--- config.mk ---
export PLATFORM = sky130hd
export DESIGN_NAME = ir_pulse_distance_transmitter
export DESIGN_NICKNAME = d
export VERILOG_FILES = /design/src/hw/rtl/irpd_pkg.sv /design/src/hw/rtl/irpd_seg_finder.sv /design/src/hw/rtl/irpd_step.sv /design/src/hw/rtl/irpd_out_buf.sv /design/src/hw/rtl/ir_pulse_distance_transmitter.sv
export SDC_FILE = /design/constraint.sdc
export NUM_CORES = 1
export LEC_CHECK = 0
export BUFFER_PORTS_ARGS = -buffer_cell sky130_fd_sc_hd__buf_2
export CAP_MARGIN = 15
export CELL_PAD_IN_SITES_DETAIL_PLACEMENT = 0
export CELL_PAD_IN_SITES_GLOBAL_PLACEMENT = 1
export CORE_AREA = 2 2 164 166
export CTS_CLUSTER_SIZE = 20
export DETAILED_ROUTE_END_ITERATION = 6
export DIE_AREA = 0 0 166 168
export PLACE_DENSITY_LB_ADDON = 0.2
export SLEW_MARGIN = 5
export SYNTH_ARGS = -nofsm -noshare
export SYNTH_HDL_FRONTEND = slang
export SYNTH_HIERARCHICAL = 1
export SYNTH_SLANG_ARGS = --single-unit
export TNS_END_PERCENT = 5
--- constraint.sdc ---
create_clock -name clk -period 12 [get_ports clk]
set_clock_uncertainty 0.2 [all_clocks]
set_input_delay 0.6 -clock clk [delete_from_list [all_inputs] [get_ports clk]]
set_output_delay 0.6 -clock clk [all_outputs]
set_load 0.02 [all_outputs]
--- src/hw/rtl/irpd_pkg.sv ---
// Shared types and constants for the infrared pulse-distance transmitter.
// Holds the phase encoding, register map, beat layouts and state structs.
// No dependencies.
package irpd_pkg;

  // Fixed field widths of the stream beats and the register file
  localparam int CODE_WORD_W  = 22;
  localparam int REPEAT_W     = 8;
  localparam int IN_TDATA_W   = 32;
  localparam int IN_TUSER_W   = 1;
  localparam int OUT_TDATA_W  = 8;
  localparam int CFG_INDEX_W  = 3;
  localparam int CFG_DATA_W   = 20;
  localparam int HALF_W       = 6;
  localparam int CYCLES_W     = 8;
  localparam int SPACE_W      = 12;
  localparam int TICK_W       = 20;

  // Register indexes
  localparam logic [CFG_INDEX_W-1:0] REG_CARRIER_HALF = 3'd0;
  localparam logic [CFG_INDEX_W-1:0] REG_HEADER_CYC   = 3'd1;
  localparam logic [CFG_INDEX_W-1:0] REG_MARK_CYC     = 3'd2;
  localparam logic [CFG_INDEX_W-1:0] REG_ZERO_SPACE   = 3'd3;
  localparam logic [CFG_INDEX_W-1:0] REG_ONE_SPACE    = 3'd4;
  localparam logic [CFG_INDEX_W-1:0] REG_END_GAP      = 3'd5;

  // Register reset values
  localparam logic [HALF_W-1:0]   RST_CARRIER_HALF = 6'd14;
  localparam logic [CYCLES_W-1:0] RST_HEADER_CYC   = 8'd90;
  localparam logic [CYCLES_W-1:0] RST_MARK_CYC     = 8'd21;
  localparam logic [SPACE_W-1:0]  RST_ZERO_SPACE   = 12'd380;
  localparam logic [SPACE_W-1:0]  RST_ONE_SPACE    = 12'd850;
  localparam logic [TICK_W-1:0]   RST_END_GAP      = 20'd205000;

  // Input beat kinds carried in tuser
  localparam logic MODE_TICK  = 1'b0;
  localparam logic MODE_START = 1'b1;

  typedef enum logic [2:0] {
    PH_IDLE,
    PH_HEADER,
    PH_SPACE,
    PH_MARK,
    PH_GAP
  } phase_t;

  typedef struct packed {
    logic [HALF_W-1:0]   carrier_half;
    logic [CYCLES_W-1:0] header_cycles;
    logic [CYCLES_W-1:0] mark_cycles;
    logic [SPACE_W-1:0]  zero_space;
    logic [SPACE_W-1:0]  one_space;
    logic [TICK_W-1:0]   end_gap;
  } cfg_t;

  // Sequencer state apart from the code and bit position
  typedef struct packed {
    phase_t              phase;
    logic [REPEAT_W-1:0] repeats;
    logic [TICK_W-1:0]   tick_count;
    logic [CYCLES_W-1:0] carrier_count;
    logic [HALF_W-1:0]   half_count;
    logic                line;
  } ctrl_t;

  // Segment the sequencer lands in after skipping empty ones
  typedef struct packed {
    phase_t              phase;
    logic [REPEAT_W-1:0] repeats;
  } land_t;

  // Result beat, ir_level in the lowest bit
  typedef struct packed {
    logic start_rejected;
    logic busy_res;
    logic ir_level;
  } res_t;

endpackage

--- src/hw/rtl/irpd_seg_finder.sv ---
// Next-segment finder: from the end of a segment, skips every zero-length
// header, space, mark and gap and names the segment the current tick lands in.
// Depends on irpd_pkg.
module irpd_seg_finder #(
  parameter int CODE_BITS = 22,
  localparam int IDX_W = $clog2(CODE_BITS + 1)
) (
  input  logic                           from_gap,
  input  logic [IDX_W-1:0]               start_idx,
  input  logic [irpd_pkg::REPEAT_W-1:0]  repeats,
  input  logic [CODE_BITS-1:0]           code,
  input  irpd_pkg::cfg_t                 cfg,
  output irpd_pkg::land_t                land,
  output logic [IDX_W-1:0]               land_idx
);

  localparam logic [IDX_W-1:0] LAST_IDX = IDX_W'(CODE_BITS);

  logic [CODE_BITS-1:0]          nz;
  logic [CODE_BITS-1:0]          elig;
  logic                          nz_start;
  logic [IDX_W-1:0]              first_a;
  logic [IDX_W-1:0]              first_0;
  logic                          mark_nz;
  logic [irpd_pkg::REPEAT_W-1:0] rep_dec;

  assign mark_nz = (cfg.mark_cycles != '0);
  assign rep_dec = (repeats != '0) ? repeats - irpd_pkg::REPEAT_W'(1) : '0;

  // Mark the bits whose space takes line time, in transmit order
  always_comb begin
    nz_start = 1'b0;
    for (int j = 0; j < CODE_BITS; j++) begin
      nz[j]   = code[CODE_BITS-1-j] ? (cfg.one_space != '0) : (cfg.zero_space != '0);
      elig[j] = nz[j] && (IDX_W'(j) >= start_idx);
      if (IDX_W'(j) == start_idx) begin
        nz_start = nz[j];
      end
    end
  end

  // Earliest non-empty space from the start position and from bit zero
  always_comb begin
    first_a = '0;
    first_0 = '0;
    for (int j = CODE_BITS - 1; j >= 0; j--) begin
      if (elig[j]) begin
        first_a = IDX_W'(j);
      end
      if (nz[j]) begin
        first_0 = IDX_W'(j);
      end
    end
  end

  // Walk space, gap and repeat decisions
  always_comb begin
    logic go_gap;
    logic go_rep;
    go_gap   = 1'b0;
    go_rep   = from_gap;
    land     = '{phase: irpd_pkg::PH_IDLE, repeats: repeats};
    land_idx = '0;
    if (!from_gap) begin
      if (start_idx >= LAST_IDX) begin
        go_gap = 1'b1;
      end else if (mark_nz) begin
        land.phase = nz_start ? irpd_pkg::PH_SPACE : irpd_pkg::PH_MARK;
        land_idx   = start_idx;
      end else if (|elig) begin
        land.phase = irpd_pkg::PH_SPACE;
        land_idx   = first_a;
      end else begin
        go_gap = 1'b1;
      end
    end
    if (go_gap) begin
      if (cfg.end_gap != '0) begin
        land.phase = irpd_pkg::PH_GAP;
        land_idx   = LAST_IDX;
      end else begin
        go_rep = 1'b1;
      end
    end
    if (go_rep) begin
      land.repeats = rep_dec;
      land_idx     = '0;
      if (rep_dec == '0) begin
        land.phase = irpd_pkg::PH_IDLE;
      end else if (cfg.header_cycles != '0) begin
        land.phase = irpd_pkg::PH_HEADER;
      end else if (mark_nz) begin
        land.phase = nz[0] ? irpd_pkg::PH_SPACE : irpd_pkg::PH_MARK;
      end else if (|nz) begin
        land.phase = irpd_pkg::PH_SPACE;
        land_idx   = first_0;
      end else if (cfg.end_gap != '0) begin
        // A frame with no bit time goes straight to its gap
        land.phase = irpd_pkg::PH_GAP;
        land_idx   = LAST_IDX;
      end else begin
        // A frame with no line time burns every remaining repeat at once
        land.phase   = irpd_pkg::PH_IDLE;
        land.repeats = '0;
      end
    end
  end

endmodule

--- src/hw/rtl/irpd_step.sv ---
// Per-beat next-state logic: start handling, carrier burst timing, space
// and gap counting, and landing after an ended segment.
// Depends on irpd_pkg and irpd_seg_finder.
module irpd_step #(
  parameter int CODE_BITS = 22,
  localparam int IDX_W = $clog2(CODE_BITS + 1)
) (
  input  irpd_pkg::ctrl_t                        ctrl,
  input  logic [CODE_BITS-1:0]                   code_shift,
  input  logic [IDX_W-1:0]                       bit_index,
  input  irpd_pkg::cfg_t                         cfg,
  input  logic                                   mode,
  input  logic [irpd_pkg::CODE_WORD_W-1:0]       code_word,
  input  logic [irpd_pkg::REPEAT_W-1:0]          repeat_count,
  output irpd_pkg::ctrl_t                        ctrl_next,
  output logic [CODE_BITS-1:0]                   code_shift_next,
  output logic [IDX_W-1:0]                       bit_index_next,
  output irpd_pkg::res_t                         res
);

  logic [CODE_BITS-1:0]          load_code;
  logic [irpd_pkg::HALF_W-1:0]   half_len;
  logic                          cur_bit;
  logic [irpd_pkg::SPACE_W-1:0]  space_len;
  logic [irpd_pkg::CYCLES_W-1:0] burst_n;
  logic                          burst_done;
  logic                          fnd_from_gap;
  logic [IDX_W-1:0]              fnd_start;
  irpd_pkg::land_t               fnd_land;
  logic [IDX_W-1:0]              fnd_idx;

  // Mask the code to the transmitted width
  for (genvar i = 0; i < CODE_BITS; i++) begin : g_load
    if (i < irpd_pkg::CODE_WORD_W) begin : g_bit
      assign load_code[i] = code_word[i];
    end else begin : g_zero
      assign load_code[i] = 1'b0;
    end
  end

  assign half_len = (cfg.carrier_half == '0) ? irpd_pkg::HALF_W'(1) : cfg.carrier_half;

  // Bit under transmission, most significant first
  always_comb begin
    cur_bit = 1'b0;
    for (int j = 0; j < CODE_BITS; j++) begin
      if (IDX_W'(j) == bit_index) begin
        cur_bit = code_shift[CODE_BITS-1-j];
      end
    end
  end

  assign space_len  = cur_bit ? cfg.one_space : cfg.zero_space;
  assign burst_n    = (ctrl.phase == irpd_pkg::PH_HEADER) ? cfg.header_cycles
                                                          : cfg.mark_cycles;
  assign burst_done = (ctrl.half_count == '0) && !ctrl.line &&
                      (ctrl.carrier_count >= burst_n);

  // Header ends into this bit's space; mark and space end into the next bit
  assign fnd_from_gap = (ctrl.phase == irpd_pkg::PH_GAP);
  assign fnd_start    = (ctrl.phase == irpd_pkg::PH_HEADER) ? bit_index
                                                            : bit_index + IDX_W'(1);

  irpd_seg_finder #(
    .CODE_BITS (CODE_BITS)
  ) u_finder (
    .from_gap  (fnd_from_gap),
    .start_idx (fnd_start),
    .repeats   (ctrl.repeats),
    .code      (code_shift),
    .cfg       (cfg),
    .land      (fnd_land),
    .land_idx  (fnd_idx)
  );

  always_comb begin
    logic                          land_en;
    irpd_pkg::phase_t              lp;
    logic [IDX_W-1:0]              li;
    logic [irpd_pkg::REPEAT_W-1:0] lr;
    logic                          lvl;
    logic [irpd_pkg::HALF_W:0]     hc;
    ctrl_next       = ctrl;
    code_shift_next = code_shift;
    bit_index_next  = bit_index;
    res             = '0;
    land_en         = 1'b0;
    lp              = fnd_land.phase;
    li              = fnd_idx;
    lr              = fnd_land.repeats;
    lvl             = 1'b0;
    hc              = '0;
    if (mode == irpd_pkg::MODE_START) begin
      // Drop a start while busy or with no frames asked for
      if (ctrl.phase != irpd_pkg::PH_IDLE || repeat_count == '0) begin
        res.start_rejected = 1'b1;
      end else begin
        code_shift_next         = load_code;
        bit_index_next          = '0;
        ctrl_next.phase         = irpd_pkg::PH_HEADER;
        ctrl_next.repeats       = repeat_count;
        ctrl_next.tick_count    = '0;
        ctrl_next.carrier_count = '0;
        ctrl_next.half_count    = '0;
        ctrl_next.line          = 1'b0;
      end
    end else begin
      case (ctrl.phase)
        irpd_pkg::PH_HEADER, irpd_pkg::PH_MARK: begin
          if (burst_done) begin
            land_en = 1'b1;
          end else begin
            // Toggle at each half-period start, count cycles on the low half
            lvl = (ctrl.half_count == '0) ? ~ctrl.line : ctrl.line;
            hc  = {1'b0, ctrl.half_count} + (irpd_pkg::HALF_W + 1)'(1);
            ctrl_next.line = lvl;
            if (hc >= {1'b0, half_len}) begin
              ctrl_next.half_count = '0;
              if (!lvl) begin
                ctrl_next.carrier_count = ctrl.carrier_count + irpd_pkg::CYCLES_W'(1);
              end
            end else begin
              ctrl_next.half_count = hc[irpd_pkg::HALF_W-1:0];
            end
          end
        end
        irpd_pkg::PH_SPACE: begin
          if (ctrl.tick_count >= irpd_pkg::TICK_W'(space_len)) begin
            land_en = 1'b1;
            if (cfg.mark_cycles != '0) begin
              // Non-empty mark follows directly
              lp = irpd_pkg::PH_MARK;
              li = bit_index;
              lr = ctrl.repeats;
            end
          end else begin
            ctrl_next.line       = 1'b0;
            ctrl_next.tick_count = ctrl.tick_count + irpd_pkg::TICK_W'(1);
          end
        end
        irpd_pkg::PH_GAP: begin
          if (ctrl.tick_count >= cfg.end_gap) begin
            land_en = 1'b1;
          end else begin
            ctrl_next.line       = 1'b0;
            ctrl_next.tick_count = ctrl.tick_count + irpd_pkg::TICK_W'(1);
          end
        end
        default: begin
          ctrl_next.line = 1'b0;
        end
      endcase
      // Enter the landing segment and spend this tick in it
      if (land_en) begin
        ctrl_next.phase   = lp;
        ctrl_next.repeats = lr;
        bit_index_next    = li;
        case (lp)
          irpd_pkg::PH_HEADER, irpd_pkg::PH_MARK: begin
            ctrl_next.carrier_count = '0;
            ctrl_next.line          = 1'b1;
            ctrl_next.half_count    = (half_len == irpd_pkg::HALF_W'(1)) ?
                                      '0 : irpd_pkg::HALF_W'(1);
          end
          irpd_pkg::PH_SPACE, irpd_pkg::PH_GAP: begin
            ctrl_next.tick_count = irpd_pkg::TICK_W'(1);
            ctrl_next.line       = 1'b0;
          end
          default: begin
            ctrl_next.line = 1'b0;
          end
        endcase
      end
    end
    res.ir_level = ctrl_next.line;
    res.busy_res = (ctrl_next.phase != irpd_pkg::PH_IDLE);
  end

endmodule

--- src/hw/rtl/irpd_out_buf.sv ---
// Two-entry output register with skid stage; the input side ready is a
// register, so upstream never waits on the downstream ready path.
// No dependencies.
module irpd_out_buf #(
  parameter int WIDTH = 3
) (
  input  logic             clk,
  input  logic             rst,
  input  logic             in_valid,
  output logic             in_ready,
  input  logic [WIDTH-1:0] in_data,
  output logic             out_valid,
  input  logic             out_ready,
  output logic [WIDTH-1:0] out_data
);

  logic             skid_valid;
  logic [WIDTH-1:0] skid_data;
  logic             push;
  logic             pop;

  assign in_ready = !skid_valid;
  assign push     = in_valid && in_ready;
  assign pop      = out_valid && out_ready;

  // Control: refill the output from the skid first, else from the input
  always_ff @(posedge clk) begin
    if (rst) begin
      out_valid  <= 1'b0;
      skid_valid <= 1'b0;
    end else if (!out_valid || pop) begin
      out_valid  <= skid_valid || push;
      skid_valid <= 1'b0;
    end else if (push) begin
      skid_valid <= 1'b1;
    end
  end

  // Payload
  always_ff @(posedge clk) begin
    if (!out_valid || pop) begin
      out_data <= skid_valid ? skid_data : in_data;
    end else if (push) begin
      skid_data <= in_data;
    end
  end

endmodule

--- src/hw/rtl/ir_pulse_distance_transmitter.sv ---
// Infrared pulse-distance transmitter top level: register file, sequencer
// state and output buffer. Depends on irpd_pkg, irpd_step, irpd_out_buf.
//
// Each input beat is either a start (tuser = 1, carrying the code and repeat
// count) or a one-microsecond tick (tuser = 0) that advances the transmit line
// by one tick. Every input beat yields exactly one result beat with the line
// level after that beat, a busy flag and a flag for a dropped start (sent
// while busy or with zero repeats). The block takes one beat per clock while
// its output buffer has room; the result is registered in the buffer's output
// stage, and its skid entry lets one more beat in while the output is stalled.
// The one-beat rate is set by the sequencer state register, which is updated
// by a single pass of next-state logic per beat, including the skip over any
// run of zero-length segments. Write the registers only while the block is
// idle; indexes beyond the list are ignored.
module ir_pulse_distance_transmitter #(
  parameter int CODE_BITS = 22
) (
  input  logic                                clk,
  input  logic                                rst,
  // s_axis_tdata: [21:0] code_word, [29:22] repeat_count, [31:30] zero
  input  logic                                s_axis_tvalid,
  output logic                                s_axis_tready,
  input  logic [irpd_pkg::IN_TDATA_W-1:0]     s_axis_tdata,
  // s_axis_tuser: [0] mode
  input  logic [irpd_pkg::IN_TUSER_W-1:0]     s_axis_tuser,
  // m_axis_tdata: [0] ir_level, [1] busy_res, [2] start_rejected, [7:3] zero
  output logic                                m_axis_tvalid,
  input  logic                                m_axis_tready,
  output logic [irpd_pkg::OUT_TDATA_W-1:0]    m_axis_tdata,
  input  logic                                cfg_we,
  input  logic [irpd_pkg::CFG_INDEX_W-1:0]    cfg_index,
  input  logic [irpd_pkg::CFG_DATA_W-1:0]     cfg_data
);

  localparam int IDX_W = $clog2(CODE_BITS + 1);
  localparam int RES_W = $bits(irpd_pkg::res_t);

  irpd_pkg::cfg_t          cfg;
  irpd_pkg::ctrl_t         ctrl;
  irpd_pkg::ctrl_t         ctrl_next;
  logic [CODE_BITS-1:0]    code_shift;
  logic [CODE_BITS-1:0]    code_shift_next;
  logic [IDX_W-1:0]        bit_index;
  logic [IDX_W-1:0]        bit_index_next;
  irpd_pkg::res_t          res;
  irpd_pkg::res_t          out_res;
  logic                    s_acc;

  assign s_acc = s_axis_tvalid && s_axis_tready;

  // Register file
  always_ff @(posedge clk) begin
    if (rst) begin
      cfg.carrier_half  <= irpd_pkg::RST_CARRIER_HALF;
      cfg.header_cycles <= irpd_pkg::RST_HEADER_CYC;
      cfg.mark_cycles   <= irpd_pkg::RST_MARK_CYC;
      cfg.zero_space    <= irpd_pkg::RST_ZERO_SPACE;
      cfg.one_space     <= irpd_pkg::RST_ONE_SPACE;
      cfg.end_gap       <= irpd_pkg::RST_END_GAP;
    end else if (cfg_we) begin
      case (cfg_index)
        irpd_pkg::REG_CARRIER_HALF: cfg.carrier_half  <= cfg_data[irpd_pkg::HALF_W-1:0];
        irpd_pkg::REG_HEADER_CYC:   cfg.header_cycles <= cfg_data[irpd_pkg::CYCLES_W-1:0];
        irpd_pkg::REG_MARK_CYC:     cfg.mark_cycles   <= cfg_data[irpd_pkg::CYCLES_W-1:0];
        irpd_pkg::REG_ZERO_SPACE:   cfg.zero_space    <= cfg_data[irpd_pkg::SPACE_W-1:0];
        irpd_pkg::REG_ONE_SPACE:    cfg.one_space     <= cfg_data[irpd_pkg::SPACE_W-1:0];
        irpd_pkg::REG_END_GAP:      cfg.end_gap       <= cfg_data[irpd_pkg::TICK_W-1:0];
        default: ;
      endcase
    end
  end

  // Next-state logic for one beat
  irpd_step #(
    .CODE_BITS (CODE_BITS)
  ) u_step (
    .ctrl            (ctrl),
    .code_shift      (code_shift),
    .bit_index       (bit_index),
    .cfg             (cfg),
    .mode            (s_axis_tuser[0]),
    .code_word       (s_axis_tdata[irpd_pkg::CODE_WORD_W-1:0]),
    .repeat_count    (s_axis_tdata[irpd_pkg::CODE_WORD_W +: irpd_pkg::REPEAT_W]),
    .ctrl_next       (ctrl_next),
    .code_shift_next (code_shift_next),
    .bit_index_next  (bit_index_next),
    .res             (res)
  );

  // Sequencer state, advanced on each accepted beat
  always_ff @(posedge clk) begin
    if (rst) begin
      ctrl       <= '{phase: irpd_pkg::PH_IDLE, default: '0};
      code_shift <= '0;
      bit_index  <= '0;
    end else if (s_acc) begin
      ctrl       <= ctrl_next;
      code_shift <= code_shift_next;
      bit_index  <= bit_index_next;
    end
  end

  // Result buffer
  irpd_out_buf #(
    .WIDTH (RES_W)
  ) u_out_buf (
    .clk       (clk),
    .rst       (rst),
    .in_valid  (s_axis_tvalid),
    .in_ready  (s_axis_tready),
    .in_data   (res),
    .out_valid (m_axis_tvalid),
    .out_ready (m_axis_tready),
    .out_data  (out_res)
  );

  assign m_axis_tdata = {{(irpd_pkg::OUT_TDATA_W - RES_W){1'b0}}, out_res};

  // Input stalls only while a result is pending at the output
  a_stall_has_result: assert property (@(posedge clk) disable iff (rst)
    !s_axis_tready |-> m_axis_tvalid)
    else $error("input stalled with no pending result");

  // The line rests low whenever nothing is being sent
  a_idle_line_low: assert property (@(posedge clk) disable iff (rst)
    ctrl.phase == irpd_pkg::PH_IDLE |-> !ctrl.line)
    else $error("line high while idle");

  // A dropped start leaves the sequencer untouched
  a_reject_holds: assert property (@(posedge clk) disable iff (rst)
    (s_acc && res.start_rejected) |=>
      (ctrl == $past(ctrl)) && (code_shift == $past(code_shift)) &&
      (bit_index == $past(bit_index)))
    else $error("rejected start changed the sequencer state");

  // A space always belongs to a real code bit
  a_space_bit_range: assert property (@(posedge clk) disable iff (rst)
    ctrl.phase == irpd_pkg::PH_SPACE |-> bit_index < IDX_W'(CODE_BITS))
    else $error("space phase past the last code bit");

endmodule
==> run_summary.xml, run 1 <==
<?xml version="1.0" encoding="UTF-8"?>
<metrics>
  <group name="critical_path">
    <metric name="endpoint_of_the_worst_slack_reg_to_reg_timing_path" unit="">ctrl[16]</metric>
    <metric name="reg2regPathDepth" unit="">19</metric>
    <metric name="setup.reg_to_reg.worst_slack" unit="ns">5.02</metric>
    <metric name="crit_path_max_fanout" unit="">35</metric>
    <metric name="reg2reg_from" unit="">ctrl[43]</metric>
    <metric name="cp.arrival" unit="ns">7.07</metric>
    <metric name="kind_of_end_point_of_the_critical_path" unit="">flop</metric>
    <metric name="crit_path_start_kind" unit="">flop</metric>
    <metric name="crit_type" unit="">flop to flop</metric>
    <metric name="crit_required" unit="ns">12.10</metric>
  </group>
  <group name="logic_synthesis">
    <metric name="synth.distinct_cells" unit="">96</metric>
    <metric name="ys_ff_latch" unit="">147</metric>
    <metric name="netlist.top_cell.by_area" unit="">sky130_fd_sc_hd__dfxtp_1</metric>
    <metric name="synth_enable_flop_cells" unit="">6</metric>
    <metric name="post_synth_main_area_contributors" unit="">sky130_fd_sc_hd__dfxtp_1, sky130_fd_sc_hd__mux2i_1, sky130_fd_sc_hd__a21bo_2, sky130_fd_sc_hd__ha_1, sky130_fd_sc_hd__a21oi_1</metric>
    <metric name="avgSynthCellArea" unit="um^2">7.82</metric>
    <metric name="synth_most_common_cell" unit="">sky130_fd_sc_hd__dfxtp_1</metric>
    <metric name="cells_after_synthesis" unit="">1672</metric>
    <metric name="ys_seq_area_frac" unit="">0.230</metric>
    <metric name="ys_dominant_reg_cell" unit="">sky130_fd_sc_hd__dfxtp_1</metric>
    <metric name="post_synth_most_frequent_cells" unit="">sky130_fd_sc_hd__dfxtp_1, sky130_fd_sc_hd__a21oi_1, sky130_fd_sc_hd__mux2i_1</metric>
    <metric name="synthesis.area" unit="um^2">13100</metric>
    <metric name="synth_async_sr_flop_share" unit="">0</metric>
    <metric name="synth.top_cell.area_share" unit="">0.216</metric>
    <metric name="yosysWarnings" unit="">6</metric>
  </group>
  <group name="timing">
    <metric name="finalWorstPathRequiredPeriod" unit="ns">6.98</metric>
    <metric name="max_freq" unit="MHz">143</metric>
    <metric name="finalHoldViolCount" unit="">0</metric>
    <metric name="period_share" unit="">0.581</metric>
    <metric name="grt_setup_unrepaired" unit="">false</metric>
    <metric name="slew-limit-headroom" unit="">0.213</metric>
    <metric name="final.setup.worst_slack" unit="ns">5.02</metric>
    <metric name="setup_viol" unit="">0</metric>
    <metric name="tightestPinTransition" unit="ns">1.18</metric>
    <metric name="finalSetupTns" unit="ns">0</metric>
    <metric name="timing_max_transition_violations_final" unit="">0</metric>
  </group>
  <group name="floorplanning">
    <metric name="die-height" unit="um">168</metric>
    <metric name="rows" unit="">60</metric>
    <metric name="die_w" unit="um">166</metric>
    <metric name="design.portCount" unit="">71</metric>
    <metric name="start_util" unit="">0.496</metric>
    <metric name="design.core.area" unit="um^2">26400</metric>
    <metric name="die_area" unit="um^2">27900</metric>
  </group>
  <group name="finish">
    <metric name="regArea" unit="um^2">3000</metric>
    <metric name="antenna-diode-count" unit="">0</metric>
    <metric name="footprint_of_the_multi_input_gates" unit="um^2">9200</metric>
    <metric name="layout.cell_area.non_filler" unit="um^2">14000</metric>
    <metric name="flow.area_growth_from_synthesis" unit="%">6.95</metric>
    <metric name="finish.utilization" unit="">0.531</metric>
    <metric name="final_layout_size_suffix_gt1_frac" unit="">0.155</metric>
    <metric name="finalNetCount" unit="">1746</metric>
    <metric name="n_fill_cell" unit="">2533</metric>
  </group>
  <group name="detailed_routing">
    <metric name="drt_first_pass_iters" unit="">5</metric>
    <metric name="vias" unit="">12600</metric>
    <metric name="drt.antenna.violating_nets" unit="">0</metric>
    <metric name="route.detailed.drc" unit="">0</metric>
    <metric name="avgViaCountPerCell" unit="">6.35</metric>
    <metric name="detailedRoute.firstIterationViolations" unit="">1049</metric>
    <metric name="detail_route.wirelength" unit="mm">39.1</metric>
    <metric name="routed_wire_length_per_instance" unit="um">19.8</metric>
  </group>
  <group name="placed_design">
    <metric name="postPlaceCellArea" unit="um^2">13400</metric>
    <metric name="routabilityCongestion" unit="">0.939</metric>
    <metric name="port_buffers" unit="">63</metric>
    <metric name="place_hpwl" unit="mm">27.2</metric>
    <metric name="setup_slack_placement" unit="ns">5.12</metric>
  </group>
  <group name="grt">
    <metric name="grt_first_pass_wirelength" unit="mm">63.0</metric>
    <metric name="grt_use_total" unit="">0.274</metric>
    <metric name="antenna_found_initial" unit="">0</metric>
    <metric name="grt_max_degree" unit="">94</metric>
    <metric name="first_global_vias" unit="">11400</metric>
    <metric name="globalRoute.totalOverflow" unit="">0</metric>
  </group>
  <group name="min_path">
    <metric name="min_path_type" unit="">primary input to flop</metric>
    <metric name="worst_hold_path.endpoint" unit="">cfg[18]</metric>
    <metric name="hold_startpoint" unit="">cfg_data[18]</metric>
    <metric name="holdPathStages" unit="">3</metric>
  </group>
  <group name="power_and_ir_drop">
    <metric name="irDropWorstVdd" unit="mV">0.0558</metric>
    <metric name="leakagePower" unit="uW">0.00547</metric>
    <metric name="power_density" unit="nW/um^2">91.1</metric>
  </group>
  <group name="clock_tree">
    <metric name="ctsHtreeMaxLevel" unit="">4</metric>
    <metric name="cts_resized" unit="">0</metric>
    <metric name="clock_sink_count" unit="">147</metric>
    <metric name="cts_inserted_buffers" unit="">17</metric>
    <metric name="cts_tree" unit="">yes</metric>
    <metric name="clock_path_buffers" unit="">2</metric>
    <metric name="clk_pin_slew" unit="ns">0.08</metric>
    <metric name="postCtsHoldBufs" unit="">0</metric>
    <metric name="cts_root_buf" unit="">sky130_fd_sc_hd__clkbuf_16</metric>
    <metric name="cts_post_setup_buffers_inserted" unit="">0</metric>
    <metric name="clock_latency" unit="ns">0.44</metric>
  </group>
  <group name="flow_run">
    <metric name="max-cap-violations" unit="">0</metric>
  </group>
  <group name="status">
    <metric name="run_status" unit="">finished clean</metric>
  </group>
</metrics>
-- metal layers --
layer,routed length (um),GRT usage,part of all wire
met3,2170,0.0343,0.055
met1,18100,0.385,0.46
met4,711,0.0749,0.018
met5,0,0,0
met2,18200,0.446,0.46
-- layout by cell type, fill, tap and decap left out, types with 20 or more instances in the layout --
cell                       count
sky130_fd_sc_hd__buf_4        21
sky130_fd_sc_hd__inv_1        69
sky130_fd_sc_hd__dfxtp_1     141
sky130_fd_sc_hd__nand2_1     101
sky130_fd_sc_hd__nor2_1      108
sky130_fd_sc_hd__mux2i_1     119
sky130_fd_sc_hd__nor3_1       22
sky130_fd_sc_hd__nand2b_1     71
sky130_fd_sc_hd__a21oi_1     138
sky130_fd_sc_hd__and3_1       20
sky130_fd_sc_hd__nand3_1     112
sky130_fd_sc_hd__mux2_2       26
sky130_fd_sc_hd__a31oi_1      22
sky130_fd_sc_hd__a211oi_1     20
sky130_fd_sc_hd__nor4_1       34
sky130_fd_sc_hd__o21ai_0      57
sky130_fd_sc_hd__a21bo_2      76
sky130_fd_sc_hd__nand4_1      23
sky130_fd_sc_hd__buf_2        61
sky130_fd_sc_hd__ha_1         58
-- cell type report --
cell class	instances	share of cell area
Sequential cell	147	0.215
Multi-Input combinational cell	1309	0.658
Timing Repair Buffer	82	0.0331
Clock inverter	15	0.0142
Clock buffer	17	0.0304
Tap cell	341	0.0305
Inverter	70	0.0190
-- through the flow --
stage / total power [uW] / instances / hold slack (ns)
2_1_floorplan: 665 / 1676 / 0.248
3_3_place_gp: 713 / 1949 / 0.267
3_5_place_dp: 717 / 1949 / 0.273
4_1_cts: 1280 / 1981 / 0.204
5_1_grt: 1330 / 1981 / 0.214
6_report: 1270 / 1981 / 0.214
-- report_power, final --
part           switching [uW]  leakage, uW  internal [uW]
clock network             280     0.000301            286
logic                     108      0.00396           73.5
registers                22.9      0.00120            503
total                     411      0.00547            863
-- critical path, cell delays in order, from the launching register on --
cell	delay (ns)
sky130_fd_sc_hd__dfxtp_1	0.50
sky130_fd_sc_hd__nand2_1	0.18
sky130_fd_sc_hd__nor2_1	0.81
sky130_fd_sc_hd__xnor2_2	0.18
sky130_fd_sc_hd__buf_4	0.38
sky130_fd_sc_hd__nand2_1	0.24
sky130_fd_sc_hd__o311ai_0	0.59
sky130_fd_sc_hd__nand2b_1	0.13
sky130_fd_sc_hd__a221oi_2	0.41
sky130_fd_sc_hd__nand4_1	0.30
sky130_fd_sc_hd__nor4_1	0.72
sky130_fd_sc_hd__a21oi_1	0.22
sky130_fd_sc_hd__xor2_1	0.20
sky130_fd_sc_hd__nand2_1	0.10
sky130_fd_sc_hd__nand4b_1	0.22
sky130_fd_sc_hd__a31oi_4	0.80
sky130_fd_sc_hd__nor2_1	0.20
sky130_fd_sc_hd__a32o_1	0.30
sky130_fd_sc_hd__nand3_1	0.06
sky130_fd_sc_hd__a21oi_1	0.07
-- how the worst max path moves through the flow --
| stage | start | endpoint | slack, ns | cells past startpoint |
|---|---|---|---|---|
| after global placement | ctrl[43] | ctrl[16] | 5.25 | 19 |
| after global routing | ctrl[43] | ctrl[16] | 4.49 | 19 |
| after detailed placement | ctrl[43] | ctrl[16] | 5.12 | 19 |
| final | ctrl[43] | ctrl[16] | 5.02 | 19 |
| after floorplan | bit_index[0] | ctrl[18] | 6.74 | 22 |
| after CTS | ctrl[43] | ctrl[16] | 5.11 | 19 |
-- state kept, by name (all words and copies together), names as in the netlist --
name / cells
u_out_buf/out_valid: 1
code_shift: 22
ctrl: 46
u_out_buf/skid_valid: 1
cfg: 66
bit_index: 5
u_out_buf/skid_data: 3
u_out_buf/out_data: 3
-- cell families (layout without fill, tap and decap cells) --
| kind of cell | count (synthesis) | in the layout | share of synthesized area |
|---|---|---|---|
| AO/OA/AOI/OAI | 514 | 514 | 0.286 |
| XOR/XNOR | 11 | 11 | 0.00737 |
| multiplexers | 148 | 148 | 0.119 |
| adder cells (fa/ha/maj) | 58 | 58 | 0.0555 |
| buffers and inverters | 220 | 184 | 0.0710 |
| AND/OR/NAND/NOR | 573 | 573 | 0.232 |
| other | 1 | 5 | 0.000287 |
| flip-flops | 147 | 147 | 0.230 |
Power figures use the tool's default switching activity.
==> run 2: changes to the inputs <==
- ABC_AREA: unset -> 1
- CORE_AREA: 2 2 164 166 -> 2 2 166 168
- DIE_AREA: 0 0 166 168 -> 0 0 168 170
- clock period: 12 -> 6.9 ns (I/O delays scaled with it)
==> run 2 against run 1 <==
The run now ends with design-rule violations left. Clock power rose by 67%. Synthesized cell count rose by 15%. Sequential power rose by 85%. Cell count rose by 16%. Critical path depth rose by 23.
==> run_summary.xml, run 2 <==
<?xml version="1.0" encoding="UTF-8"?>
<metrics>
  <group name="logic_synthesis">
    <metric name="synth_async_sr_flop_share" unit="">0</metric>
    <metric name="netlist.top_cell.by_area" unit="">sky130_fd_sc_hd__dfxtp_1</metric>
    <metric name="post_synth_main_area_contributors" unit="">sky130_fd_sc_hd__dfxtp_1, sky130_fd_sc_hd__nand2_1, sky130_fd_sc_hd__nor2_1, sky130_fd_sc_hd__inv_1, sky130_fd_sc_hd__o21ai_0</metric>
    <metric name="synth_enable_flop_cells" unit="">6</metric>
    <metric name="synth_most_common_cell" unit="">sky130_fd_sc_hd__nand2_1</metric>
    <metric name="synth.distinct_cells" unit="">55</metric>
    <metric name="cells_after_synthesis" unit="">1916</metric>
    <metric name="ys_seq_area_frac" unit="">0.257</metric>
    <metric name="yosysWarnings" unit="">6</metric>
    <metric name="avgSynthCellArea" unit="um^2">6.09</metric>
    <metric name="ys_ff_latch" unit="">147</metric>
    <metric name="synthesis.area" unit="um^2">11700</metric>
    <metric name="synth.top_cell.area_share" unit="">0.242</metric>
    <metric name="post_synth_most_frequent_cells" unit="">sky130_fd_sc_hd__nand2_1, sky130_fd_sc_hd__nor2_1, sky130_fd_sc_hd__inv_1</metric>
    <metric name="ys_dominant_reg_cell" unit="">sky130_fd_sc_hd__dfxtp_1</metric>
  </group>
  <group name="power_and_ir_drop">
    <metric name="leakagePower" unit="uW">0.00600</metric>
    <metric name="irDropWorstVdd" unit="mV">0.120</metric>
    <metric name="total_power" unit="uW">2620</metric>
    <metric name="power_density" unit="nW/um^2">204</metric>
  </group>
  <group name="detailed_routing">
    <metric name="drt_first_pass_iters" unit="">7</metric>
    <metric name="route.detailed.drc" unit="">20</metric>
    <metric name="drt.antenna.violating_nets" unit="">0</metric>
    <metric name="detailedRoute.firstIterationViolations" unit="">762</metric>
    <metric name="vias" unit="">12100</metric>
    <metric name="routed_wire_length_per_instance" unit="um">15.0</metric>
    <metric name="avgViaCountPerCell" unit="">5.26</metric>
    <metric name="detail_route.wirelength" unit="mm">34.5</metric>
  </group>
  <group name="critical_path">
    <metric name="critical_path_depth" unit="">42</metric>
    <metric name="crit_path_max_fanout" unit="">16</metric>
    <metric name="setup.reg_to_reg.worst_slack" unit="ns">0.92</metric>
    <metric name="crit_path_start_kind" unit="">flop</metric>
    <metric name="cp_slowest_cell" unit="">sky130_fd_sc_hd__inv_1</metric>
    <metric name="crit_family" unit="">simple AND/OR/NAND/NOR gates</metric>
    <metric name="endpoint_of_the_worst_slack_reg_to_reg_timing_path" unit="">ctrl[37]</metric>
    <metric name="kind_of_end_point_of_the_critical_path" unit="">flop</metric>
    <metric name="critPathCapture" unit="">ctrl[37]</metric>
    <metric name="sum_of_buffers_and_inverters_on_the_critical_path" unit="">5</metric>
    <metric name="reg2regPathDepth" unit="">42</metric>
    <metric name="crit_path_frequent_cell" unit="">sky130_fd_sc_hd__nand2_1</metric>
    <metric name="crit_path_start" unit="">bit_index[0]</metric>
    <metric name="crit_type" unit="">flop to flop</metric>
    <metric name="reg2reg_from" unit="">bit_index[0]</metric>
    <metric name="crit_required" unit="ns">7.06</metric>
    <metric name="cp.arrival" unit="ns">6.14</metric>
    <metric name="critPathMaxStageDelay" unit="ns">0.54</metric>
  </group>
  <group name="timing">
    <metric name="period_share" unit="">0.866</metric>
    <metric name="finalSetupTns" unit="ns">0</metric>
    <metric name="timing_max_transition_violations_final" unit="">0</metric>
    <metric name="finalWorstPathRequiredPeriod" unit="ns">5.98</metric>
    <metric name="slew-limit-headroom" unit="">0.273</metric>
    <metric name="setup_viol" unit="">0</metric>
    <metric name="max_freq" unit="MHz">167</metric>
    <metric name="tightestPinTransition" unit="ns">1.09</metric>
    <metric name="finalHoldViolCount" unit="">0</metric>
    <metric name="grt_setup_unrepaired" unit="">false</metric>
  </group>
  <group name="grt">
    <metric name="globalRoute.totalOverflow" unit="">0</metric>
    <metric name="grt_use_total" unit="">0.246</metric>
    <metric name="grt_max_degree" unit="">76</metric>
    <metric name="grt_first_pass_wirelength" unit="mm">57.1</metric>
    <metric name="first_global_vias" unit="">11400</metric>
    <metric name="antenna_found_initial" unit="">0</metric>
  </group>
  <group name="finish">
    <metric name="registers.top_by_ff_count" unit="">cfg</metric>
    <metric name="biggestRegsByFlops" unit="">cfg: 66 flops, ctrl: 46 flops, code_shift: 22 flops</metric>
    <metric name="final_common_cell" unit="">sky130_fd_sc_hd__nand2_1</metric>
    <metric name="finalNetCount" unit="">2071</metric>
    <metric name="antenna-diode-count" unit="">0</metric>
    <metric name="final-instance-count-excl-fill" unit="">2306</metric>
    <metric name="number_of_flip_flops_in_the_largest_register" unit="">66</metric>
    <metric name="flow.area_growth_from_synthesis" unit="%">10.2</metric>
    <metric name="final_layout_size_suffix_gt1_frac" unit="">0.0972</metric>
    <metric name="layout.cell_area.non_filler" unit="um^2">12900</metric>
    <metric name="mostFrequentLayoutCells" unit="">sky130_fd_sc_hd__nand2_1, sky130_fd_sc_hd__nor2_1, sky130_fd_sc_hd__inv_1</metric>
    <metric name="n_fill_cell" unit="">2856</metric>
  </group>
  <group name="placed_design">
    <metric name="port_buffers" unit="">63</metric>
    <metric name="place_hpwl" unit="mm">24.9</metric>
    <metric name="routabilityCongestion" unit="">0.910</metric>
    <metric name="postPlaceCellArea" unit="um^2">12200</metric>
    <metric name="place_inst" unit="">2261</metric>
  </group>
  <group name="clock_tree">
    <metric name="cts_inserted_buffers" unit="">17</metric>
    <metric name="postCtsHoldBufs" unit="">13</metric>
    <metric name="cts_root_buf" unit="">sky130_fd_sc_hd__clkbuf_16</metric>
    <metric name="clock_path_buffers" unit="">2</metric>
    <metric name="clock_sink_count" unit="">147</metric>
    <metric name="cts_tree" unit="">yes</metric>
    <metric name="ctsHtreeMaxLevel" unit="">4</metric>
    <metric name="clk_pin_slew" unit="ns">0.07</metric>
    <metric name="clock_latency" unit="ns">0.43</metric>
    <metric name="cts_post_setup_buffers_inserted" unit="">0</metric>
    <metric name="cts_resized" unit="">0</metric>
  </group>
  <group name="min_path">
    <metric name="min_path_type" unit="">primary input to flop</metric>
    <metric name="holdPathStages" unit="">5</metric>
  </group>
  <group name="status">
    <metric name="violations_in_the_final_reports" unit="">design-rule violations</metric>
    <metric name="run_status" unit="">finished with violations</metric>
  </group>
  <group name="floorplanning">
    <metric name="design.core.area" unit="um^2">26700</metric>
    <metric name="die_area" unit="um^2">28600</metric>
    <metric name="design.portCount" unit="">71</metric>
    <metric name="die-height" unit="um">170</metric>
    <metric name="die_w" unit="um">168</metric>
    <metric name="rows" unit="">60</metric>
    <metric name="start_util" unit="">0.438</metric>
  </group>
  <group name="flow_run">
    <metric name="max-cap-violations" unit="">0</metric>
  </group>
</metrics>
## run 2: area by class of cell
class | instances | area (um^2) | area share
Multi-Input combinational cell | 1450 | 7380 | 0.573
Inverter | 245 | 922 | 0.0717
Clock inverter | 15 | 159 | 0.0123
Timing Repair Buffer | 91 | 558 | 0.0434
Clock buffer | 17 | 425 | 0.0331
Tap cell | 341 | 427 | 0.0332
Sequential cell | 147 | 3000 | 0.233
## run 2: routing by layer
metal | wire length (um) | GRT usage | vias to the layer above
met2 | 16400 | 0.437 | 243
met5 | 0 | 0 | -
met4 | 776 | 0.0745 | 0
met1 | 16100 | 0.312 | 5492
li1 | - | - | 6332
met3 | 1250 | 0.0300 | 52
## run 2: cell families after synthesis
kind of cell | count (synthesis) | share of synthesized area
flip-flops | 147 | 0.257
other | 1 | 0.000321
multiplexers | 25 | 0.0235
AO/OA/AOI/OAI | 308 | 0.148
adder cells (fa/ha/maj) | 58 | 0.0621
AND/OR/NAND/NOR | 1039 | 0.385
XOR/XNOR | 15 | 0.0113
buffers and inverters | 323 | 0.113
## run 2: per-stage QoR
stage / hold slack, ns / utilization / setup WS, ns
final: 0.0326 / 0.483 / 0.924
after detailed placement: 0.265 / 0.456 / 0.934
after CTS: 0.0214 / 0.483 / 0.917
after global placement: 0.255 / 0.456 / 1.01
after floorplan: 0.242 / - / 2.43
after global routing: 0.0337 / 0.483 / 0.184
## run 2: worst min path at each step
| stage | start | slack (ns) | end |
|---|---|---|---|
| after global routing | cfg_data[4] | 0.03 | cfg[48] |
| after detailed placement | cfg[63] | 0.27 | cfg[63] |
| after global placement | cfg[63] | 0.26 | cfg[63] |
| final | cfg_data[14] | 0.03 | cfg[14] |
| after CTS | cfg_data[18] | 0.02 | cfg[18] |
| after floorplan | cfg[63] | 0.24 | cfg[63] |
## run 2: tightest hold or removal path: stages
cell	delay [ns]
sky130_fd_sc_hd__buf_2	0.07
sky130_fd_sc_hd__inv_1	0.03
sky130_fd_sc_hd__nand3_1	0.06
sky130_fd_sc_hd__nand2_1	0.05
sky130_fd_sc_hd__nor2_1	0.07
## run 2: where the power goes
part           total, uW  switching, uW  internal (uW)
logic                705            460            245
registers            973           66.0            907
clock network        944            457            487
total               2620            983           1640
==> run 3: changes to the inputs <==
- GPL_ROUTABILITY_DRIVEN: unset -> 1
- clock period: 6.9 -> 5.7 ns (I/O delays scaled with it)
==> run 3 against run 2 <==
The run now ends clean. Cell count is 1.0% higher. Clock power is 31% higher. Hold slack worse by 0.021 ns. Register-to-register slack worse by 0.30 ns. Core utilization is 1.1 points higher. Fmax is 18% higher. Clock-buffer cell count is 2 higher. Sequential cell count stayed put. Largest cell class unchanged. Die area stayed put.
==> run_summary.xml, run 3 (synthesis gave the netlist of run 2 again) <==
<?xml version="1.0" encoding="UTF-8"?>
<metrics>
  <group name="grt">
    <metric name="first_global_vias" unit="">11500</metric>
    <metric name="antenna_found_initial" unit="">0</metric>
    <metric name="grt_use_total" unit="">0.251</metric>
    <metric name="grt_first_pass_wirelength" unit="mm">58.0</metric>
    <metric name="globalRoute.totalOverflow" unit="">0</metric>
    <metric name="grt_max_degree" unit="">74</metric>
  </group>
  <group name="detailed_routing">
    <metric name="vias" unit="">12200</metric>
    <metric name="avgViaCountPerCell" unit="">5.25</metric>
    <metric name="detailedRoute.firstIterationViolations" unit="">853</metric>
    <metric name="route.detailed.drc" unit="">0</metric>
    <metric name="routed_wire_length_per_instance" unit="um">15.1</metric>
    <metric name="detail_route.wirelength" unit="mm">35.2</metric>
    <metric name="drt_first_pass_iters" unit="">7</metric>
    <metric name="drt.antenna.violating_nets" unit="">0</metric>
  </group>
  <group name="critical_path">
    <metric name="cp_slowest_cell" unit="">sky130_fd_sc_hd__dfxtp_2</metric>
    <metric name="crit_type" unit="">flop to flop</metric>
    <metric name="crit_path_frequent_cell" unit="">sky130_fd_sc_hd__nand2_1</metric>
    <metric name="cp.arrival" unit="ns">5.23</metric>
    <metric name="crit_path_max_fanout" unit="">15</metric>
    <metric name="reg2reg_from" unit="">bit_index[0]</metric>
    <metric name="endpoint_of_the_worst_slack_reg_to_reg_timing_path" unit="">bit_index[4]</metric>
    <metric name="reg2regPathDepth" unit="">41</metric>
    <metric name="crit_path_start_kind" unit="">flop</metric>
    <metric name="kind_of_end_point_of_the_critical_path" unit="">flop</metric>
    <metric name="critPathMaxStageDelay" unit="ns">0.40</metric>
    <metric name="crit_required" unit="ns">5.85</metric>
    <metric name="setup.reg_to_reg.worst_slack" unit="ns">0.63</metric>
  </group>
  <group name="finish">
    <metric name="footprint_of_the_multi_input_gates" unit="um^2">7400</metric>
    <metric name="finish.utilization" unit="">0.494</metric>
    <metric name="number_of_flip_flops_in_the_largest_register" unit="">66</metric>
    <metric name="final_layout_size_suffix_gt1_frac" unit="">0.107</metric>
    <metric name="flow.area_growth_from_synthesis" unit="%">12.8</metric>
    <metric name="final_common_cell" unit="">sky130_fd_sc_hd__nand2_1</metric>
    <metric name="final-instance-count-excl-fill" unit="">2330</metric>
    <metric name="regArea" unit="um^2">3010</metric>
    <metric name="finalNetCount" unit="">2096</metric>
    <metric name="registers.top_by_ff_count" unit="">cfg</metric>
    <metric name="biggestRegsByFlops" unit="">cfg: 66 flops, ctrl: 46 flops, code_shift: 22 flops</metric>
    <metric name="n_fill_cell" unit="">2849</metric>
    <metric name="mostFrequentLayoutCells" unit="">sky130_fd_sc_hd__nand2_1, sky130_fd_sc_hd__nor2_1, sky130_fd_sc_hd__inv_1</metric>
    <metric name="antenna-diode-count" unit="">0</metric>
  </group>
  <group name="power_and_ir_drop">
    <metric name="irDropWorstVdd" unit="mV">0.183</metric>
    <metric name="leakagePower" unit="uW">0.00613</metric>
    <metric name="power.switching" unit="uW">1160</metric>
    <metric name="power_density" unit="nW/um^2">251</metric>
    <metric name="switching_share" unit="">0.351</metric>
    <metric name="total_power" unit="uW">3310</metric>
    <metric name="power_frac_clock" unit="">0.373</metric>
    <metric name="p_comb_frac" unit="">0.270</metric>
    <metric name="internal_power" unit="uW">2150</metric>
    <metric name="pwr-share-seq" unit="">0.356</metric>
  </group>
  <group name="clock_tree">
    <metric name="clk_pin_slew" unit="ns">0.07</metric>
    <metric name="clock_path_buffers" unit="">2</metric>
    <metric name="cts_root_buf" unit="">sky130_fd_sc_hd__clkbuf_16</metric>
    <metric name="ctsHtreeMaxLevel" unit="">4</metric>
    <metric name="clock_latency" unit="ns">0.43</metric>
    <metric name="clock_sink_count" unit="">147</metric>
    <metric name="cts_tree" unit="">yes</metric>
    <metric name="cts_inserted_buffers" unit="">17</metric>
  </group>
  <group name="min_path">
    <metric name="worst_hold_path.endpoint" unit="">cfg[42]</metric>
    <metric name="min_path_type" unit="">primary input to flop</metric>
    <metric name="hold_startpoint" unit="">cfg_data[10]</metric>
    <metric name="holdPathStages" unit="">5</metric>
  </group>
  <group name="floorplanning">
    <metric name="die-height" unit="um">170</metric>
    <metric name="die_w" unit="um">168</metric>
    <metric name="rows" unit="">60</metric>
    <metric name="design.portCount" unit="">71</metric>
    <metric name="start_util" unit="">0.438</metric>
    <metric name="design.core.area" unit="um^2">26700</metric>
    <metric name="die_area" unit="um^2">28600</metric>
  </group>
  <group name="timing">
    <metric name="grt_setup_unrepaired" unit="">false</metric>
    <metric name="finalWorstPathRequiredPeriod" unit="ns">5.07</metric>
    <metric name="max_freq" unit="MHz">197</metric>
    <metric name="finalHoldViolCount" unit="">0</metric>
    <metric name="tightestPinTransition" unit="ns">1.09</metric>
    <metric name="timing_max_transition_violations_final" unit="">0</metric>
    <metric name="setup_viol" unit="">0</metric>
    <metric name="slew-limit-headroom" unit="">0.269</metric>
    <metric name="finalSetupTns" unit="ns">0</metric>
    <metric name="final.setup.worst_slack" unit="ns">0.627</metric>
    <metric name="period_share" unit="">0.890</metric>
  </group>
  <group name="placed_design">
    <metric name="place_inst" unit="">2271</metric>
    <metric name="port_buffers" unit="">63</metric>
    <metric name="place_hpwl" unit="mm">25.2</metric>
    <metric name="setup_slack_placement" unit="ns">0.344</metric>
    <metric name="routabilityCongestion" unit="">0.924</metric>
  </group>
  <group name="flow_run">
    <metric name="max-cap-violations" unit="">0</metric>
  </group>
  <group name="status">
    <metric name="run_status" unit="">finished clean</metric>
  </group>
</metrics>
run 3: cell types whose count changed in the layout (fill, tap and decap cells not counted), sizes merged:
cell / delta
clkinvlp: +1
bufinv: +3
inv: -7
buf: +16
clkbuf: +2
dlygate4sd3: +9
run 3: stage by stage:
step | area, um^2 | hold slack [ns]
3_3_place_gp | 12200 | 0.259
4_1_cts | 13100 | 0.00688
6_report | 13200 | 0.0113
2_1_floorplan | 11700 | 0.198
5_1_grt | 13200 | 0.0258
3_5_place_dp | 12200 | 0.267
run 3: worst max path at each step:
stage,cells after the start,slack [ns],startpoint,endpoint
CTS,39,0.32,bit_index[0],ctrl[9]
global placement,40,0.36,bit_index[0],ctrl[9]
floorplan,42,1.23,bit_index[0],ctrl[38]
finish,41,0.63,bit_index[0],bit_index[4]
detailed placement,39,0.34,bit_index[0],ctrl[9]
global route,43,0.0003,bit_index[1],ctrl[36]
run 3: cell type report:
class | instances | area share
clock buffers | 19 | 0.0344
clock inverters | 12 | 0.0130
inverters | 245 | 0.0703
multi-input cells | 1450 | 0.562
flip-flops and latches | 147 | 0.228
well taps | 341 | 0.0324
repair buffers | 116 | 0.0593
run 3: critical path, delay by kind of cell, from the launching register on:
family | cells | cell delay (ns)
and+or+nand+nor | 25 | 2.00
buffers and inverters | 6 | 0.69
adders and majority gates | 2 | 0.56
DFF | 1 | 0.40
AOI/OAI and AO/OA | 8 | 1.15
run 3: timing repair:
action                     in CTS  in global routing
hold endpoints to repair       30                  0
buffers inserted                0                  6
resized for setup               0                 11
setup endpoints to repair       0                 54
hold buffers                   22                  0
run 3: power by group through the flow:
stage	Clock [uW]	Sequential, uW	Combinational (uW)
floorplan	0	1180	640
global placement	0	1200	843
detailed placement	0	1200	853
CTS	1260	1180	868
global route	1300	1190	1020
finish	1240	1180	895
run 3: metal layers:
layer  share of wire  wire, um  track usage  vias up
li1                -         -            -     6379
met2            0.48     16700        0.442      279
met1            0.46     16300        0.323     5537
met3           0.039      1370       0.0263       46
met4           0.020       704       0.0794        0
met5               0         0            0        -
